$ cat config.mk
export PLATFORM = sky130hd
export DESIGN_NAME = bsfa_queue
export DESIGN_NICKNAME = d
export VERILOG_FILES = /design/src/hw/rtl/bsfa_pkg.sv /design/src/hw/rtl/bsfa_queue.sv
export SDC_FILE = /design/constraint.sdc
export NUM_CORES = 1
export LEC_CHECK = 0
export BUFFER_PORTS_ARGS = -buffer_cell sky130_fd_sc_hd__buf_2
export CORE_AREA = 5 5 246 248
export DETAILED_ROUTE_END_ITERATION = 7
export DIE_AREA = 0 0 251 253
export PLACE_DENSITY = 0.69
export RECOVER_POWER = 100
export SLEW_MARGIN = 15
export SYNTH_ARGS = -nofsm -noshare
export SYNTH_HDL_FRONTEND = slang
export SYNTH_SLANG_ARGS = --single-unit
$ cat constraint.sdc
create_clock -name clk -period 14.53 [get_ports clk]
set_input_delay 2.1795 -clock clk [delete_from_list [all_inputs] [get_ports clk]]
set_output_delay 2.1795 -clock clk [all_outputs]
set_load 0.005 [all_outputs]
$ cat src/hw/rtl/bsfa_pkg.sv
// ----------------------------------------------------------------------------
// bsfa_pkg
// Shared types and constants of the Biot-Savart field accumulator.
// ----------------------------------------------------------------------------
`default_nettype none

package bsfa_pkg;

	// Largest magnitude of one separation component (raw Q16.16)
	localparam logic signed [32:0] R_LIM     = 33'sd2147483647;
	// Accumulator clamp ahead of output scaling
	localparam logic signed [63:0] SUM_CLAMP = 64'sd140737488355328;
	// mu0/4pi as 1e-7 * 2^39, rounded
	localparam logic signed [16:0] OUT_K     = 17'sd54976;
	// Saturated quotient
	localparam logic [62:0]        Q_MAX     = {63{1'b1}};

	// One classified sample, handed from the front to the back
	typedef struct packed {
		logic signed [63:0] p_x;
		logic signed [63:0] p_y;
		logic signed [63:0] p_z;
		logic [63:0]        d2;
		logic [31:0]        r;
		logic [30:0]        w;
		logic               last;
		logic               three;
		logic               singular;
	} bsfa_work_t;

	typedef struct packed {
		logic        start;
		logic [63:0] hi;
		logic [63:0] lo;
		logic [63:0] divisor;
	} bsfa_div_req_t;

	typedef struct packed {
		logic        done;
		logic [62:0] quot;
	} bsfa_div_resp_t;

endpackage

`default_nettype wire

$ cat src/hw/rtl/bsfa_queue.sv
// ----------------------------------------------------------------------------
// bsfa_queue
// Two-entry queue between front and back.
// ----------------------------------------------------------------------------
`default_nettype none

module bsfa_queue (
	input  wire logic                 clk,
	input  wire logic                 arst_n,
	input  wire bsfa_pkg::bsfa_work_t din,
	input  wire logic                 push,
	output logic                      full,
	output bsfa_pkg::bsfa_work_t      dout,
	output logic                      not_empty,
	input  wire logic                 pop
);

	bsfa_pkg::bsfa_work_t mem_q [2];
	logic                 wr_ptr_q, rd_ptr_q;
	logic [1:0]           count_q;

	assign full      = (count_q == 2'd2);
	assign not_empty = (count_q != 2'd0);
	assign dout      = mem_q[rd_ptr_q];

	always_ff @(posedge clk or negedge arst_n) begin
		if (!arst_n) begin
			wr_ptr_q <= 1'b0;
			rd_ptr_q <= 1'b0;
			count_q  <= '0;
		end else begin
			if (push) wr_ptr_q <= !wr_ptr_q;
			if (pop)  rd_ptr_q <= !rd_ptr_q;
			case ({push, pop})
				2'b10:   count_q <= count_q + 2'd1;
				2'b01:   count_q <= count_q - 2'd1;
				default: count_q <= count_q;
			endcase
		end
	end

	always_ff @(posedge clk) begin
		if (push) mem_q[wr_ptr_q] <= din;
	end

endmodule

`default_nettype wire

======== After elaboration in Yosys (flattened, before gate mapping) ========
Memories as Yosys holds them, arrays and structs flattened.
Cells that the tools add are included.
word-level totals
  bits in writable memories ............... 644
  bits of input ports ..................... 326
  output and inout bits ................... 324
  memories ................................ 1
  logic and storage cells ................. 16
  register bits ........................... 4
operators by class
  $add $sub $neg .......................... 2
  muxes and demuxes ....................... 3
  reduce and logical (&&, ||, !) cells .... 4
  equality and inequality tests ........... 3
memories
  name   words  width  read ports  clocked after memory_dff  wr ports  line              text
  mem_q  2      322    1           0                         1         bsfa_queue.sv:18  bsfa_pkg::bsfa_work_t mem_q [2];
operators with widths
  kind                                                                 count
  2-bit == test (second input constant)                                2
  2-bit case mux with 2 select lines                                   1
  2-bit nonzero test                                                   2
  2-bit by 1-bit adder with 2-bit output (second input constant)       1
  2-bit by 1-bit == test with 1-bit output (second input constant)     1
  1-bit logical NOT                                                    2
  1-bit 2-to-1 mux                                                     2
  2-bit by 1-bit subtractor with 2-bit output (second input constant)  1

======== Depth between registers and ports, before layout ========
  depth in word-level cells ............... 2
  depth in mapped cells ................... 5
  depth with buffers taken out ............ 5

======== Worst setup path after synthesis ========
OpenSTA, ideal clock, no wires.
  path kind ............................... input to register
  start ................................... in push
  end ..................................... mem mem_q[0][0] (netlist bit), enable pin
  required time ........................... 13509 ps
  stages .................................. 2
  buffers on the path ..................... 0
  setup time .............................. 1021 ps
  slack ................................... -2203 ps
  data arrival time ....................... 15712 ps
  path through ............................ inv_1 > nor2_1
on the way
  word-level cells in the longest chain between the ends .. 2
ends and longest elaborated chain
  what                                    line              text
  from (decl)                             bsfa_queue.sv:11  input wire logic push,
  1-bit 2-to-1 mux                        bsfa_queue.sv:43  if (push) mem_q[wr_ptr_q] <= din;
  1-bit 2-to-1 mux (not written as such)  bsfa_queue.sv:43
  to (decl)                               bsfa_queue.sv:18
Every way passes these cells.

======== Final worst setup path ========
  start ................................... in push
  end ..................................... mem mem_q[1][196] (netlist bit), enable pin
Same word-level chain as after synthesis.

==> metrics.cfg <==
[status]
run_status=finished, violations left
violations=max-capacitance violations, max-slew violations

[logic_synthesis]
synthSimpleGateAreaFrac_pct=0.107
synth_mux_area_share_pct=18.9
synth_top_area_share_pct=78.8
ys_ff_latch=648
yosysUniqueCellTypes=14
ys_seq_area_share_pct=79.2
synthTopCellsByArea=edfxtp_1 (79%), mux2_4 (17%), mux2_2 (2.4%)
synth_compound_area_share_pct=0
synth.avg_cell_area_um2=24.1
syn_area_um2=24500
syn_inst=1018
ys_warn_count=0
synth_nets=1345
synthAdderAreaFrac_pct=0.0510
synth-xor-area-share_pct=0.178
yosysTopAreaCell=edfxtp_1
synth_top_family_by_area=multiplexers

[pwr]
power_density_nw_per_um2=194
ir_worst_vdd_uv=195
totalPowerFinal_uw=5730
p_leak_uw=0.0105

[min_path]
hold_path_class=flip-flop to flip-flop

[timing]
post-route-period-util_pct=64.2
setup_viol=0
drv_slew=452
holdWs_ns=0.494
hold_viol=0
tns_ns=0
max_clock_freq_mhz=107
max_slew_margin_pct=-173
worstMarginPinSlew_ns=4.10
fin_ws_ns=5.20
rsz0062_at_grt=false
fin_skew_ns=0.0253
fin_crit_ns=9.33

[clock_tree]
post-cts-setup-buffers=0
cts.path.max_buffers=3
root_buffer=clkbuf_16
cts.sinks=648
hold_buffers=0
cts_made_buffers=69
clk_pin_slew_worst_paths_ns=0.06
clk_latency_ns=0.59
ctsHtreeMaxLevel=3
ctsResizeCount=0
tritoncts=done

[routing]
first_iter_violations=795
via_per_inst=4.74
dr_total_vias=12100
wirelength_mm=57.9
first_pass_iters=4
ant_nets=0
drc=0
wl_per_cell_um=22.7

[worst_setup_path]
arrival_ns=9.53
path_class=input port to flip-flop
crit_chain=clkbuf_1 > and2_0 > clkbuf_1 > buf_4
path_max_fanout=75
path_common_cell=clkbuf_1
critical-path-top-delay-family=buffers and inverters
worstSetupStartpointType=input port
crit_path_top_delay_cell=and2_0
required_ns=14.72
max_stage_delay_ns=2.96
crit_buf_inv=3
endpoint_kind=flip-flop

[die]
die_area_um2=63500
die_h_um=253
fp.dieW_um=251
start_util_pct=42.1
core-area_um2=58200
top_level_ports=650
num_rows=89

[placement]
port_buffers=649
dpl_cell_area_um2=28500
dpl.hpwl_mm=40.8
routabilityCongestion=0.882
place_ws_ns=9.05

[finish]
drive_above_1_share_pct=32.7
postLayoutCellArea_um2=29500
fillers=5034
area_growth_pct=20.2
final_nets=2040

[global_route]
grt_pass1_wl_mm=80.7
grt_usage_pct=16.9
grt_start_max_net_pins=154
overflow=0
antenna_found_initial=25
grt_pass1_vias=13000

[run]
maxCapViolations=8

power breakdown:
part	internal (µW)	leakage, µW	switching [µW]
clock	1030	0.00109	706
combinational	602	0.00333	785
sequential	2500	0.00609	108
total	4130	0.0105	1600
cells by family (layout without fill, tap and decap cells):
family | after synthesis | count (layout)
mux | 322 | 322
xor+xnor | 5 | 5
other cells | 0 | 19
buf+inv | 37 | 783
simple gates | 5 | 5
flops | 648 | 648
fa+ha+maj | 1 | 1
flip-flops by register name (all words and copies together), names as in the netlist:
name,flops
count_q,2
wr_ptr_q,1
rd_ptr_q,1
mem_q,644
path summary, 6_finish.rpt:
path,cells after the start,startpoint,slack (ns),endpoint
worst max-delay path,4,push,5.20,mem_q[1][196]
max in group asynchronous,1,arst_n,12.94,rd_ptr_q
min in group asynchronous,1,arst_n,1.41,count_q[1]
worst min-delay path,1,count_q[1],0.49,count_q[1]
worst max register to register,3,wr_ptr_q,6.53,mem_q[1][196]
worst min register to register,1,count_q[1],0.49,count_q[1]
cell type report:
| cell class | count | area, µm² | area share (%) |
|---|---|---|---|
| sequential | 648 | 19400 | 65.9 |
| multi-input combinational | 333 | 3730 | 12.6 |
| tap | 773 | 967 | 3.28 |
| timing repair buffer | 660 | 3050 | 10.4 |
| inverter | 1 | 3.75 | 0.0127 |
| clock inverter | 39 | 434 | 1.47 |
| clock buffer | 83 | 1820 | 6.17 |
| antenna | 19 | 47.5 | 0.161 |
layer usage:
layer	vias up	wire length, µm	GRT usage [%]
met2	428	30600	30.0
li1	5492	-	-
met4	18	1850	8.06
met1	6066	21400	18.8
met5	-	117	0
met3	114	3930	5.07
through the flow:
step / util, % / cells
6_report: 50.6 / 2556
5_1_grt: 50.6 / 2551
4_1_cts: 52.8 / 2537
3_5_place_dp: 48.9 / 2415
3_3_place_gp: 48.9 / 2415
2_1_floorplan: - / 1018
synthesized netlist by cell type:
| master | number |
|---|---|
| and2_1 | 1 |
| buf_2 | 5 |
| buf_6 | 31 |
| dfrtp_1 | 4 |
| edfxtp_1 | 644 |
| ha_1 | 1 |
| inv_1 | 1 |
| mux2_2 | 52 |
| mux2_4 | 270 |
| nor2_1 | 2 |
| nor2b_1 | 1 |
| or2_2 | 1 |
| xnor2_1 | 2 |
| xor2_1 | 3 |
cells in the final DEF (no fill, tap or decap), types with 3 or more instances in the layout:
| cell type | instances |
|---|---|
| mux2_2 | 46 |
| xor2_1 | 3 |
| clkinv_2 | 5 |
| inv_16 | 3 |
| edfxtp_1 | 644 |
| diode_2 | 19 |
| inv_6 | 3 |
| mux2_4 | 5 |
| buf_2 | 422 |
| clkbuf_1 | 243 |
| clkbuf_16 | 70 |
| buf_4 | 4 |
| dfrtp_1 | 4 |
| bufinv_16 | 7 |
| clkinvlp_4 | 3 |
| clkinv_1 | 15 |
| mux2_1 | 271 |
(Power assumes the default switching activity.)
